`config.mk`:
```
export PLATFORM = sky130hd
export DESIGN_NAME = circular_fifo_queue_top
export DESIGN_NICKNAME = d
export VERILOG_FILES = /design/src/rtl/cfq_pkg.sv /design/src/rtl/cfq_ram.sv /design/src/rtl/circular_fifo_queue_top.sv
export SDC_FILE = /design/constraint.sdc
export NUM_CORES = 1
export LEC_CHECK = 0
export BUFFER_PORTS_ARGS = -buffer_cell sky130_fd_sc_hd__buf_2
export CAP_MARGIN = 20
export CORE_UTILIZATION = 23
export CTS_CLUSTER_SIZE = 8
export DETAILED_ROUTE_END_ITERATION = 10
export GPL_ROUTABILITY_DRIVEN = 0
export PLACE_DENSITY_LB_ADDON = 0.08
export SLEW_MARGIN = 20
export SYNTH_ARGS = -nofsm -noshare
export SYNTH_HDL_FRONTEND = slang
export SYNTH_SLANG_ARGS = --single-unit
export TNS_END_PERCENT = 10
```
`constraint.sdc`:
```
create_clock -name clk -period 7.3 [get_ports clk]
set_clock_uncertainty 0.15 [all_clocks]
set_input_delay 1.095 -clock clk [delete_from_list [all_inputs] [get_ports clk]]
set_output_delay 1.095 -clock clk [all_outputs]
set_load 0.02 [all_outputs]
```
`src/rtl/cfq_pkg.sv`:
```
// ----------------------------------------------------------------------------
// cfq_pkg
// shared types and constants for the circular fifo queue
// ----------------------------------------------------------------------------
package cfq_pkg;

	localparam int SLOT_COUNT = 16;
	localparam int WORD_BITS  = 32;
	localparam int ADDR_W     = $clog2(SLOT_COUNT);
	localparam int COUNT_W    = 4;
	localparam int PADDR_W    = 3;
	localparam int PDATA_W    = 32;

	localparam logic [COUNT_W-1:0]   CAP_RESET = COUNT_W'(15);
	localparam logic                 REG_CAPACITY = 1'b0;
	localparam logic [WORD_BITS-1:0] WORD_MIN = {1'b1, {(WORD_BITS-1){1'b0}}};

	typedef enum logic [1:0] {
		MODE_QUERY = 2'd0,
		MODE_PUSH  = 2'd1,
		MODE_POP   = 2'd2
	} mode_t;

	typedef enum logic {
		ST_IDLE = 1'b0,
		ST_RESP = 1'b1
	} state_t;

endpackage

```
`src/rtl/cfq_ram.sv`:
```
// ----------------------------------------------------------------------------
// cfq_ram
// generic single write port ram with one registered read port
// ----------------------------------------------------------------------------
module cfq_ram #(
	parameter int WIDTH = 32,
	parameter int DEPTH = 16
) (
	input  logic                     clk,
	input  logic                     we,
	input  logic [$clog2(DEPTH)-1:0] waddr,
	input  logic [WIDTH-1:0]         wdata,
	input  logic                     re,
	input  logic [$clog2(DEPTH)-1:0] raddr,
	output logic [WIDTH-1:0]         rdata
);

	logic [WIDTH-1:0] mem_q [DEPTH];

	always_ff @(posedge clk) begin
		if (we) begin
			mem_q[waddr] <= wdata;
		end
		if (re) begin
			rdata <= mem_q[raddr];
		end
	end

endmodule

```
`src/rtl/circular_fifo_queue_top.sv`:
```
// ----------------------------------------------------------------------------
// circular_fifo_queue_top
// ring buffer fifo of signed words with status report on every request
//
// channel   direction  signals
// request   in/out     start, busy, mode, element
// result    out        done, accepted, popped, front_word, rear_word,
//                      count, empty_res, full_res
// config    in/out     psel, penable, pwrite, paddr, pwdata, prdata, pready
//
// a request is accepted, then the ram reads the new front word; the result
// strobe follows in the cycle after acceptance and busy is high during it, so
// no new request is taken while a result is being given
// asynchronous reset empties the queue and sets capacity to fifteen
// results cannot be stalled; ram contents need no clearing
// ----------------------------------------------------------------------------
module circular_fifo_queue_top (
	input  logic                               clk,
	input  logic                               arst_n,
	input  logic                               start,
	output logic                               busy,
	input  logic [1:0]                         mode,
	input  logic signed [cfq_pkg::WORD_BITS-1:0] element,
	output logic                               done,
	output logic                               accepted,
	output logic signed [cfq_pkg::WORD_BITS-1:0] popped,
	output logic signed [cfq_pkg::WORD_BITS-1:0] front_word,
	output logic signed [cfq_pkg::WORD_BITS-1:0] rear_word,
	output logic [cfq_pkg::COUNT_W-1:0]        count,
	output logic                               empty_res,
	output logic                               full_res,
	input  logic                               psel,
	input  logic                               penable,
	input  logic                               pwrite,
	input  logic [cfq_pkg::PADDR_W-1:0]        paddr,
	input  logic [cfq_pkg::PDATA_W-1:0]        pwdata,
	output logic [cfq_pkg::PDATA_W-1:0]        prdata,
	output logic                               pready
);

	localparam int AW = cfq_pkg::ADDR_W;
	localparam int CW = cfq_pkg::COUNT_W;
	localparam int WB = cfq_pkg::WORD_BITS;

	cfq_pkg::state_t state_q, state_nxt;

	logic [CW-1:0] cap_q;
	logic [AW-1:0] head_q, tail_q;
	logic [CW-1:0] count_q;
	logic [WB-1:0] front_q, rear_q;
	logic          acc_s1, pop_rd_s1;
	logic [WB-1:0] popped_s1;

	logic [CW-1:0] cap_eff;
	logic          take, is_push, is_pop, push_ok, pop_ok, cfg_wr;
	logic [AW-1:0] head_nxt, tail_nxt;
	logic [WB-1:0] rdata;

	function automatic logic [AW-1:0] advance(input logic [AW-1:0] idx,
		input logic [CW-1:0] cap);
		return (AW'(idx) >= AW'(cap)) ? '0 : idx + AW'(1);
	endfunction

	assign pready  = 1'b1;
	assign prdata  = cfq_pkg::PDATA_W'(cap_q);
	assign cfg_wr  = psel && penable && pwrite && pready
		&& (paddr[2] == cfq_pkg::REG_CAPACITY);

	assign cap_eff  = (cap_q == '0) ? CW'(1) : cap_q;
	assign take     = start && !busy;
	assign is_push  = take && (mode == cfq_pkg::MODE_PUSH);
	assign is_pop   = take && (mode == cfq_pkg::MODE_POP);
	assign push_ok  = is_push && (count_q != cap_eff);
	assign pop_ok   = is_pop && (count_q != '0);
	assign head_nxt = advance(head_q, cap_eff);
	assign tail_nxt = advance(tail_q, cap_eff);

	cfq_ram #(
		.WIDTH(WB),
		.DEPTH(cfq_pkg::SLOT_COUNT)
	) u_ram (
		.clk  (clk),
		.we   (push_ok),
		.waddr(tail_q),
		.wdata(element),
		.re   (pop_ok),
		.raddr(head_nxt),
		.rdata(rdata)
	);

	// sequencer
	always_ff @(posedge clk or negedge arst_n) begin
		if (!arst_n) begin
			state_q <= cfq_pkg::ST_IDLE;
		end else begin
			state_q <= state_nxt;
		end
	end

	always_comb begin
		state_nxt = state_q;
		busy      = 1'b0;
		done      = 1'b0;
		case (state_q)
			cfq_pkg::ST_IDLE: begin
				if (take) begin
					state_nxt = cfq_pkg::ST_RESP;
				end
			end
			cfq_pkg::ST_RESP: begin
				busy      = 1'b1;
				done      = 1'b1;
				state_nxt = cfq_pkg::ST_IDLE;
			end
			default: begin
				state_nxt = cfq_pkg::ST_IDLE;
			end
		endcase
	end

	// indices, count and capacity
	always_ff @(posedge clk or negedge arst_n) begin
		if (!arst_n) begin
			cap_q     <= cfq_pkg::CAP_RESET;
			head_q    <= '0;
			tail_q    <= '0;
			count_q   <= '0;
			acc_s1    <= 1'b0;
			pop_rd_s1 <= 1'b0;
		end else if (cfg_wr) begin
			cap_q   <= pwdata[CW-1:0];
			head_q  <= '0;
			tail_q  <= '0;
			count_q <= '0;
		end else if (take) begin
			acc_s1    <= push_ok || pop_ok;
			pop_rd_s1 <= pop_ok;
			if (push_ok) begin
				tail_q  <= tail_nxt;
				count_q <= count_q + CW'(1);
			end
			if (pop_ok) begin
				head_q  <= head_nxt;
				count_q <= count_q - CW'(1);
			end
		end
	end

	// cached front and rear words
	always_ff @(posedge clk) begin
		if (take) begin
			if (is_pop) begin
				popped_s1 <= pop_ok ? front_q : cfq_pkg::WORD_MIN;
			end else begin
				popped_s1 <= '0;
			end
			if (push_ok) begin
				rear_q <= element;
				if (count_q == '0) begin
					front_q <= element;
				end
			end
		end else if (done && pop_rd_s1) begin
			front_q <= rdata;
		end
	end

	// result
	always_comb begin
		accepted   = acc_s1;
		popped     = popped_s1;
		count      = count_q;
		empty_res  = (count_q == '0);
		full_res   = (count_q == cap_eff);
		if (count_q == '0) begin
			front_word = cfq_pkg::WORD_MIN;
			rear_word  = cfq_pkg::WORD_MIN;
		end else begin
			front_word = pop_rd_s1 ? rdata : front_q;
			rear_word  = rear_q;
		end
	end

endmodule

```
==> out/qor.tcl, run 1 <==
set qor(power.switching_fraction) 0.362
set qor(cts_resized) 0
set qor(async_set_reset_flop_share_out_of_synthesis) 0.0288
set qor(die_y_um) 341
set qor(drt_drc_violations_left) 0
set qor(num_io_pins) 213
set qor(synth-seq-area-share) 0.744
set qor(layout.filler_cells) 11581
set qor(x_dimension_of_the_die_um) 341
set qor(m1WireLength_mm) 40.3
set qor(cp_common_cell) {buf_4}
set qor(pwr-share-comb) 0.326
set qor(placement_rows) 124
set qor(top_fanout_value_on_the_critical_path) 49
set qor(route.antenna.remaining_nets) 0
set qor(timing.critical_path.max_delay_family) {buffers and inverters}
set qor(dr_wl_met3_mm) 3.40
set qor(criticalPathCategory) {reg -> reg}
set qor(core_area_sq_um) 114000
set qor(drt-pass1-iter-count) 5
set qor(syn_std_cell_area_sq_um) 26500
set qor(worstPathBufferInverterCount) 4
set qor(powerDensity_nw_per_um2) 397
set qor(tritoncts) {built}
set qor(cts_root_buf) {clkbuf_16}
set qor(layout_common_cells) {640 x edfxtp_1, 177 x nand2_1, 153 x buf_2, 96 x mux2i_1, 93 x clkbuf_16}
set qor(multiInputGateArea_sq_um) 6270
set qor(finalSetupViolations) 0
set qor(achievable-frequency_mhz) 210
set qor(fin_total_pwr_uw) 12500
set qor(clk_path_buf_depth) 3
set qor(critical_path_required_ps) 7680
set qor(timing.critical_path.cells) {buf_4, buf_4, nand2b_1, o211ai_4, buf_4, buf_4, a221oi_1, o21ai_0, a32o_1}
set qor(part_of_the_power_in_the_clock_network) 0.313
set qor(final_util) 0.276
set qor(first_pass_grt_wire_length_mm) 123
set qor(seq_area_sq_um) 19700
set qor(worstMarginPinSlew_ps) 999
set qor(synth-seq-cells) 659
set qor(intPower_uw) 7980
set qor(flow.area_growth_from_synthesis_pct) 19.2
set qor(power.net_switching_uw) 4530
set qor(unrepaired_setup_endpoints_after_global_routing) {no}
set qor(crit_path_start_kind) {flip-flop}
set qor(outcome) {completed}
set qor(io_buffer_count) 153
set qor(grt_start_max_net_pins) 68
set qor(drtIter0Drc) 936
set qor(via_count_of_the_first_global_routing_pass) 15722
set qor(viasPerCell) 4.48
set qor(final-max-slew-violation-count) 0
set qor(vdd_ir_drop_max_uv) 234
set qor(setup.worst_path.end_class) {flip-flop}
set qor(synth_warnings) 0
set qor(initial_utilization) 0.232
set qor(hpwlAfterDp_mm) 46.3
set qor(routed-wl-met2_mm) 43.5
set qor(track_usage) 0.151
set qor(synth-edff-count) 640
set qor(timing.max_cap.violations) 0
set qor(highest-signal-layer) {met4}
set qor(die_area_sq_um) 116000
set qor(grt_remaining_overflow) 0
set qor(synthCells) 1687
set qor(routed_wl_mm) 89.0
set qor(yosys.cell_types.count) 59
set qor(cts.htree.levels) 3
set qor(setup_total_negative_slack_ps) 0
set qor(postSynth.topFlopCell) {edfxtp_1}
set qor(final_net_count) 1958
set qor(highest_delay_cell_along_the_critical_path) {buf_4}
set qor(report.final.hold_viol_count) 0
set qor(post_drt_wl_per_cell_um) 26.1
set qor(max-slew-margin-rel) 0.334
set qor(layout_commonest_cell) {edfxtp_1}
set qor(min_period_over_period) 0.653
set qor(worst_setup_hold_path_clk_slew_ps) 60
set qor(power.share.sequential) 0.361
set qor(final.min_clock_period_ps) 4770
set qor(clock-sinks) 659
set qor(cellLeakagePower_uw) 0.0107
set qor(cp_data_arrival_time_ps) 5140
set qor(drive_gt1_frac) 0.217
set qor(post-cts-setup-buffer-count) 0
set qor(postSynthAreaPerCell_sq_um) 15.7
set qor(worstSkewPairLatency_ps) 670
set qor(antenna_found_initial) 3
set qor(cts.hold.buffers_added) 0
set qor(hp-class) {in -> async}
set qor(critical_path.max_stage_delay_ps) 890
set qor(cts_buffers) 93
set qor(route.vias.total) 15251
==> per-stage QoR <==
step	hold WS, ps	std cells	area [sq um]	setup WS (ps)
finish	226	3405	31500	2530
global route	224	3401	31500	2260
CTS	193	3401	31500	2410
detailed placement	329	3284	29000	2440
global placement	329	3284	29000	2450
floorplan	355	1714	26600	2960
==> worst reg2reg max path, cell delays in order, from the launching register on <==
cell,delay (ps)
dfrtp_4,770
buf_4,680
buf_4,910
nand2b_1,230
o211ai_4,130
buf_4,490
buf_4,660
a221oi_1,200
o21ai_0,200
a32o_1,210
==> per-layer routing <==
layer / global-route usage / vias up
li1: - / 6872
met1: 0.198 / 7930
met2: 0.258 / 338
met3: 0.0244 / 111
met4: 0.0381 / 0
met5: 0 / -
==> cell type report <==
cell class / count / area share
Sequential cell: 659 / 0.625
Multi-Input combinational cell: 902 / 0.199
Clock buffer: 109 / 0.0757
Tap cell: 1512 / 0.0600
Timing Repair Buffer: 198 / 0.0354
Clock inverter: 8 / 0.00341
Inverter: 13 / 0.00171
Antenna cell: 4 / 0.000317
==> worst paths after layout <==
kind	start	endpoint	slack, ps	cells past startpoint
min	arst_n	state_q	230	1
min in group clk	cap_q[0]	cap_q[0]	340	2
max reg2reg	head_q[0]	u_ram.rdata[18]	2530	9
max	head_q[0]	u_ram.rdata[18]	2530	9
max in group asynchronous	arst_n	head_q[0]	6380	1
min reg2reg	cap_q[0]	cap_q[0]	340	2
==> sequential cells by signal (all words and copies together) (netlist names) <==
signal and count:
u_ram.mem_q 512, front_q 32, popped 32, rear_q 32, u_ram.rdata 32, cap_q 4, count 4, head_q 4
tail_q 4, accepted 1, pop_rd_s1 1, state_q 1
==> cells in the mapped netlist (3+ instances only) <==
master    instances  area (sq um)
a211o_1          31           272
a21o_1            3          22.5
a21oi_1          68           340
a221oi_1         63           552
a222oi_1         32           320
a32o_1           32           320
and2_1           33           206
and3_1           47           294
buf_1            11          41.3
buf_2            32           160
buf_4            31           233
clkbuf_1         66           248
dfrtp_1          15           375
dfstp_2           4           105
edfxtp_1        640         19200
ha_1             15           188
inv_1            12          45.0
mux2_2           64           721
mux2i_1          96           961
nand2_1         177           664
nand2b_1          5          31.3
nand3_1           5          25.0
nor2_1           74           278
nor3_1            5          25.0
o211ai_1          4          30.0
o211ai_2          3          37.5
o21a_1            4          30.0
o21ai_0          70           350
o21ai_1           7          35.0
or2_2             3          18.8
xnor2_1           4          35.0
==> power groups by stage <==
stage / logic [uW] / registers (uW) / clock network (uW)
floorplan: 2540 / 4540 / 0
global placement: 4210 / 4590 / 0
detailed placement: 4210 / 4600 / 0
CTS: 4220 / 4520 / 4050
global route: 4420 / 4540 / 4160
finish: 4080 / 4520 / 3910
==> cell families (layout without fill, tap and decap cells) <==
family	after synthesis	count (layout)	synth area share
muxes	160	160	0.0635
AOI/OAI and AO/OA	330	330	0.0920
adders and majority gates	16	16	0.00785
buffers and inverters	153	328	0.0276
DFF	659	659	0.744
other	2	33	0.000284
and+or+nand+nor	361	361	0.0622
xor gates and xnor gates	6	6	0.00227
Note: power is estimated with default switching activity, not from simulation.
==> run 2: changes to the inputs <==
==> constraint.sdc (replaced) <==
create_clock -name clk -period 4.9 [get_ports clk]
set_clock_uncertainty 0.15 [all_clocks]
set_input_delay 0.735 -clock clk [delete_from_list [all_inputs] [get_ports clk]]
set_output_delay 0.735 -clock clk [all_outputs]
set_load 0.02 [all_outputs]
==> run 2 against run 1 <==
Net effect: setup slack worse by 1700 ps; cell area is 0.95% higher; non-clock buffer count increased by 21; worst hold slack got worse by 86 ps; critical path type is now reg -> out; largest power group unchanged; clock power increased by 48%.
==> out/qor.tcl, run 2 (synthesized netlist as in run 1, its figures left out) <==
set qor(x_dimension_of_the_die_um) 341 ;# unchanged
set qor(layout_commonest_cell) {edfxtp_1} ;# unchanged
set qor(num_antenna_cells) 0 ;# was 4
set qor(outcome) {completed} ;# unchanged
set qor(drtIter0Drc) 1107 ;# was 936
set qor(post-cts-setup-buffer-count) 0 ;# unchanged
set qor(vdd_ir_drop_max_uv) 525 ;# was 234 uV
set qor(route.antenna.remaining_nets) 0 ;# unchanged
set qor(grt_start_max_net_pins) 75 ;# was 68
set qor(hpwlAfterDp_mm) 49.3 ;# was 46.3 mm
set qor(die_y_um) 341 ;# unchanged
set qor(report.final.hold_viol_count) 0 ;# unchanged
set qor(cts_resized) 0 ;# unchanged
set qor(clock-sinks) 659 ;# unchanged
set qor(worstSkewPairLatency_ps) 640 ;# was 670 ps
set qor(ff2ff_path_depth) 9 ;# unchanged
set qor(placement_rows) 124 ;# unchanged
set qor(post_drt_wl_per_cell_um) 25.8 ;# was 26.1 um
set qor(final_util) 0.279 ;# was 0.276
set qor(r2r_end) {u_ram.rdata[8]} ;# was u_ram.rdata[18]
set qor(final_cell_area_sq_um) 31800 ;# was 31500 sq um
set qor(hp-class) {in -> reg} ;# was in -> async
set qor(io_buffer_count) 153 ;# unchanged
set qor(timing.hold.worst_endpoint) {cap_q[0]}
set qor(min_delay_path_depth) 3
set qor(worstMarginPinSlew_ps) 972 ;# was 999 ps
set qor(top_fanout_value_on_the_critical_path) 67 ;# was 49
set qor(finish.cell_count_without_fillers) 3419 ;# was 3405
set qor(reg2reg_slack_ps) 1210 ;# was 2530 ps
set qor(critical_path_required_ps) 4010 ;# was 7680 ps
set qor(achievable-frequency_mhz) 246
set qor(final_net_count) 1979 ;# was 1958
set qor(timing.critical_path.max_delay_family) {simple AND/OR/NAND/NOR gates} ;# was buffers and inverters
set qor(cts_buffers) 93 ;# unchanged
set qor(layout_common_cells) {640 x edfxtp_1, 177 x nand2_1, 153 x buf_2, 96 x mux2i_1, 94 x clkbuf_16} ;# was 640 x edfxtp_1, 177 x nand2_1, 153 x buf_2, 96 x mux2i_1, 93 x clkbuf_16
set qor(placed_cell_area_sq_um) 29400 ;# was 29000 sq um
set qor(dp_slack_ps) 1160 ;# was 2440 ps
set qor(unrepaired_setup_endpoints_after_global_routing) {no} ;# unchanged
set qor(antenna_found_initial) 5 ;# was 3
set qor(viasPerCell) 4.54 ;# was 4.48
set qor(core_area_sq_um) 114000 ;# unchanged
set qor(cts_root_buf) {clkbuf_16} ;# unchanged
set qor(regToRegStartpoint) {cap_q[1]} ;# was head_q[0]
set qor(cellLeakagePower_uw) 0.0109 ;# was 0.0107 uW
set qor(worst_setup_hold_path_clk_slew_ps) 60 ;# about the same
set qor(route.vias.total) 15514 ;# was 15.3k
set qor(flow.area_growth_from_synthesis_pct) 20.3 ;# was 19.2%
set qor(setup.worst_path.end_class) {output pin} ;# was flip-flop
set qor(grt_remaining_overflow) 0 ;# unchanged
set qor(crit_path_start_kind) {flip-flop} ;# unchanged
set qor(worstHoldStart) {pwdata[0]}
set qor(clk_path_buf_depth) 3 ;# unchanged
set qor(multiInputGateArea_sq_um) 6260 ;# was 6270 sq um
set qor(min_period_over_period) 0.831
set qor(seq_area_sq_um) 19700 ;# unchanged
set qor(drive_gt1_frac) 0.224 ;# was 0.217
set qor(via_count_of_the_first_global_routing_pass) 16078 ;# was 15.7k
set qor(timing.critical_path.cells) {or4_4, inv_2, buf_12, nor2_1, buf_2} ;# was buf_4, buf_4, nand2b_1, o211ai_4, buf_4, buf_4, a221oi_1, o21ai_0, a32o_1
set qor(layout.filler_cells) 11595 ;# about the same
set qor(routed_wl_mm) 88.3 ;# was 89.0 mm
set qor(top_register) {u_ram.mem_q} ;# unchanged
set qor(tritoncts) {built} ;# unchanged
set qor(worst_slack_ps) 828 ;# was 2530 ps
set qor(die_area_sq_um) 116000 ;# unchanged
set qor(cts.htree.levels) 3 ;# unchanged
set qor(critical_path.max_stage_delay_ps) 920 ;# was 890 ps
set qor(num_io_pins) 213 ;# unchanged
set qor(finalSetupViolations) 0 ;# unchanged
set qor(setup_total_negative_slack_ps) 0 ;# unchanged
set qor(final-max-slew-violation-count) 0 ;# unchanged
set qor(powerDensity_nw_per_um2) 589 ;# was 397 nW/um^2
set qor(first_pass_grt_wire_length_mm) 124 ;# was 123 mm
set qor(track_usage) 0.151 ;# about the same
set qor(criticalPathCategory) {reg -> out} ;# was reg -> reg
set qor(final.min_clock_period_ps) 4070
set qor(cp_data_arrival_time_ps) 3190 ;# was 5140 ps
set qor(timing.max_cap.violations) 0 ;# unchanged
set qor(drt-pass1-iter-count) 5 ;# unchanged
set qor(highest_delay_cell_along_the_critical_path) {or4_4} ;# was buf_4
set qor(initial_utilization) 0.232 ;# unchanged
set qor(drt_drc_violations_left) 0 ;# unchanged
set qor(largest_register_ff_count) 512 ;# unchanged
set qor(worstPathBufferInverterCount) 3 ;# was 4
set qor(placedCellCount) 3304 ;# was 3284
set qor(timing.critical_path.depth) 5 ;# was 9
set qor(max-slew-margin-rel) 0.352 ;# was 0.334
## run 2: how the worst max path moves through the flow
stage                     startpoint            endpoint  slack, ps
after CTS                   count[0]      front_word[11]        670
after global routing        count[0]      front_word[11]        630
after global placement      cap_q[1]      u_ram.rdata[8]       1190
after floorplan                start  u_ram.mem_q[11][0]        920
after detailed placement    cap_q[1]      u_ram.rdata[8]       1160
final                       count[0]      front_word[11]        830
## run 2: repair_timing
item,4_1_cts,5_1_grt
hold buffers,1,0
hold endpoints to repair,15,0
endpoints found under the setup margin,0,0
## run 2: per-layer routing
layer  GRT usage  vias to the layer above  wire (um)
li1            -                     6912          -
met5           0                        -          0
met4      0.0402                        0       2000
met1       0.200                     8071      40300
met2       0.255                      405      42900
met3      0.0221                      126       3170
## run 2: metrics by stage
step / hold WS, ps / total power [uW]
after global routing: 113 / 19700
after CTS: 87.3 / 19200
final: 140 / 18700
after global placement: 336 / 13200
after detailed placement: 332 / 13300
after floorplan: 289 / 10500
## run 2: worst min-delay path: cells and delay by family
family	cells	cell delay [ps]
simple gates	2	100
buf+inv	1	100
## run 2: cell type report
type | instances | area share
clock buffer | 107 | 0.0754
inverter | 13 | 0.00157
clock inverter | 7 | 0.00208
multi-input combinational | 902 | 0.197
timing repair buffer | 219 | 0.0460
sequential | 659 | 0.619
tap | 1512 | 0.0594
## run 2: power by group
group	internal (uW)	leakage, uW	switching (uW)	total [uW]
clock	3400	0.00121	2370	5770
combinational	2140	0.00365	4150	6290
sequential	6520	0.00603	168	6690
total	12100	0.0109	6690	18700
==> run 3: changes to the inputs <==
==> constraint.sdc (replaced) <==
create_clock -name clk -period 3.5 [get_ports clk]
set_clock_uncertainty 0.15 [all_clocks]
set_input_delay 0.525 -clock clk [delete_from_list [all_inputs] [get_ports clk]]
set_output_delay 0.525 -clock clk [all_outputs]
set_load 0.02 [all_outputs]
==> run 3 against run 2 <==
Net effect: via count up 0.36%; cell count is 0.47% higher; clock-buffer cell count increased by 2; non-clock buffer count grew 11; critical endpoint is now u_ram.rdata[17]; largest cell class unchanged; largest power group unchanged.
==> out/qor.tcl, run 3 (synthesized netlist as in run 1, its figures left out) <==
set qor(largest_register_ff_count) 512 ;# unchanged
set qor(worst_setup_hold_path_clk_slew_ps) 50 ;# was 60 ps
set qor(layout_common_cells) {640 x edfxtp_1, 177 x nand2_1, 153 x buf_2, 96 x mux2i_1, 96 x clkbuf_16} ;# was 640 x edfxtp_1, 177 x nand2_1, 153 x buf_2, 96 x mux2i_1, 94 x clkbuf_16
set qor(part_of_the_power_in_the_clock_network) 0.312 ;# was 0.308
set qor(finalSetupViolations) 0 ;# unchanged
set qor(final-max-slew-violation-count) 0 ;# unchanged
set qor(timing.max_cap.violations) 0 ;# unchanged
set qor(top_fanout_value_on_the_critical_path) 28 ;# was 67
set qor(critical_path_required_ps) 3740 ;# was 4010 ps
set qor(cellLeakagePower_uw) 0.0110 ;# was 0.0109 uW
set qor(min_period_over_period) 0.941
set qor(achievable-frequency_mhz) 304
set qor(x_dimension_of_the_die_um) 341 ;# unchanged
set qor(cts_resized) 0 ;# unchanged
set qor(criticalPathCategory) {reg -> reg} ;# was reg -> out
set qor(hp-class) {in -> reg} ;# unchanged
set qor(flow.area_growth_from_synthesis_pct) 21.7 ;# was 20.3%
set qor(routed_wl_mm) 89.0 ;# was 88.3 mm
set qor(die_area_sq_um) 116000 ;# unchanged
set qor(setup_total_negative_slack_ps) 0 ;# unchanged
set qor(worstSkewPairLatency_ps) 660 ;# was 640 ps
set qor(power.share.sequential) 0.353 ;# was 0.357
set qor(drt-pass1-iter-count) 5 ;# unchanged
set qor(top_register) {u_ram.mem_q} ;# unchanged
set qor(layout.filler_cells) 11616 ;# about the same
set qor(track_usage) 0.152 ;# was 0.151
set qor(io_buffer_count) 153 ;# unchanged
set qor(cts_buffers) 94 ;# was 93
set qor(core_area_sq_um) 114000 ;# unchanged
set qor(clk_path_buf_depth) 3 ;# unchanged
set qor(route.antenna.remaining_nets) 0 ;# unchanged
set qor(drt_drc_violations_left) 0 ;# unchanged
set qor(power.switching_fraction) 0.355 ;# was 0.357
set qor(antenna_found_initial) 6 ;# was 5
set qor(cts_root_buf) {clkbuf_16} ;# unchanged
set qor(viasPerCell) 4.53 ;# was 4.54
set qor(grt_remaining_overflow) 0 ;# unchanged
set qor(drive_gt1_frac) 0.229 ;# was 0.224
set qor(grt_start_max_net_pins) 87 ;# was 75
set qor(via_count_of_the_first_global_routing_pass) 16229 ;# was 16.1k
set qor(hpwlAfterDp_mm) 47.5 ;# was 49.3 mm
set qor(die_y_um) 341 ;# unchanged
set qor(initial_utilization) 0.232 ;# unchanged
set qor(crit_path_start_kind) {flip-flop} ;# unchanged
set qor(worstMarginPinSlew_ps) 948 ;# was 972 ps
set qor(final_net_count) 1991 ;# was 1979
set qor(intPower_uw) 17100 ;# was 12100 uW
set qor(power.net_switching_uw) 9410 ;# was 6690 uW
set qor(max-slew-margin-rel) 0.368 ;# was 0.352
set qor(cts.htree.levels) 3 ;# unchanged
set qor(drtIter0Drc) 1134 ;# was 1107
set qor(placement_rows) 124 ;# unchanged
set qor(final.min_clock_period_ps) 3290
set qor(first_pass_grt_wire_length_mm) 125 ;# was 124 mm
set qor(cp_data_arrival_time_ps) 3530 ;# was 3190 ps
set qor(layout_commonest_cell) {edfxtp_1} ;# unchanged
set qor(unrepaired_setup_endpoints_after_global_routing) {no} ;# unchanged
set qor(setup.worst_path.end_class) {flip-flop} ;# was output pin
set qor(num_io_pins) 213 ;# unchanged
set qor(powerDensity_nw_per_um2) 822 ;# was 589 nW/um^2
set qor(vdd_ir_drop_max_uv) 632 ;# was 525 uV
set qor(hold-worst-slack_ps) 113 ;# was 140 ps
set qor(clock-sinks) 659 ;# unchanged
set qor(post_drt_wl_per_cell_um) 25.9 ;# was 25.8 um
set qor(outcome) {completed} ;# unchanged
set qor(tritoncts) {built} ;# unchanged
set qor(report.final.hold_viol_count) 0 ;# unchanged
set qor(pwr-share-comb) 0.335 ;# was 0.336
set qor(route.vias.total) 15570 ;# was 15.5k
-- run 3: cell count changes in the layout (fill, tap and decap cells not counted), sizes merged --
cell	delta
inv	-1
diode	+1
buf	+7
clkbuf	+2
clkinvlp	+1
clkinv	+2
dlygate4sd3	+4
-- run 3: worst paths after layout --
check	endpoint	depth (start not counted)	start	slack, ps
min in group asynchronous	state_q	2	arst_n	220
worst min register to register	cap_q[0]	2	cap_q[0]	350
worst max-delay path	u_ram.rdata[17]	10	cap_q[1]	210
max in group asynchronous	head_q[0]	2	arst_n	2600
worst max register to register	u_ram.rdata[17]	10	cap_q[1]	210
worst min-delay path	rear_q[19]	1	element[19]	110
-- run 3: metal layers --
layer  routed length (um)  GRT usage  up-vias
met5                   13          0        -
met4                 1680     0.0362        2
met3                 3230     0.0243      108
met2                42000      0.247      356
met1                42100      0.212     8166
li1                     -          -     6938
-- run 3: power groups by stage --
| stage | clock [uW] | combinational [uW] | sequential (uW) |
|---|---|---|---|
| global route | 8800 | 9660 | 9370 |
| floorplan | 0 | 5310 | 9460 |
| CTS | 8580 | 9140 | 9350 |
| detailed placement | 0 | 9120 | 9500 |
| finish | 8270 | 8870 | 9350 |
| global placement | 0 | 9110 | 9500 |
-- run 3: stage by stage --
stage / cell area, sq um / setup WS [ps] / std cells / util / power (uW)
3_3_place_gp: 29600 / 207 / 3309 / 0.259 / 18600
3_5_place_dp: 29600 / 228 / 3309 / 0.259 / 18600
2_1_floorplan: 26600 / 238 / 1714 / - / 14800
4_1_cts: 32200 / 14.1 / 3432 / 0.282 / 27100
5_1_grt: 32200 / 1.29 / 3434 / 0.282 / 27800
6_report: 32200 / 207 / 3435 / 0.282 / 26500
-- run 3: critical path, cell delays in order (launching register included) --
cell and delay (ps):
dfstp_2 580, nor3_1 80, or2_2 320, ha_1 300, nor3b_2 180, buf_4 210
o211ai_4 140, buf_4 310, a221oi_1 320, o21ai_0 140, a32o_1 260
-- run 3: cell type report --
| class | instances | area (sq um) | share of cell area |
|---|---|---|---|
| multi-input combinational | 902 | 6260 | 0.194 |
| tap | 1512 | 1890 | 0.0587 |
| sequential | 659 | 19700 | 0.612 |
| clock buffer | 109 | 2450 | 0.0761 |
| inverter | 13 | 50.0 | 0.00155 |
| clock inverter | 9 | 113 | 0.00350 |
| antenna | 1 | 2.50 | 0.0000777 |
| timing repair buffer | 230 | 1740 | 0.0541 |
-- run 3: timing repair --
action	in CTS	in global routing
endpoints found under the hold margin	23	0
hold buffers	5	0
buffers inserted	0	2
endpoints found under the setup margin	1	3
pin swaps	1	1
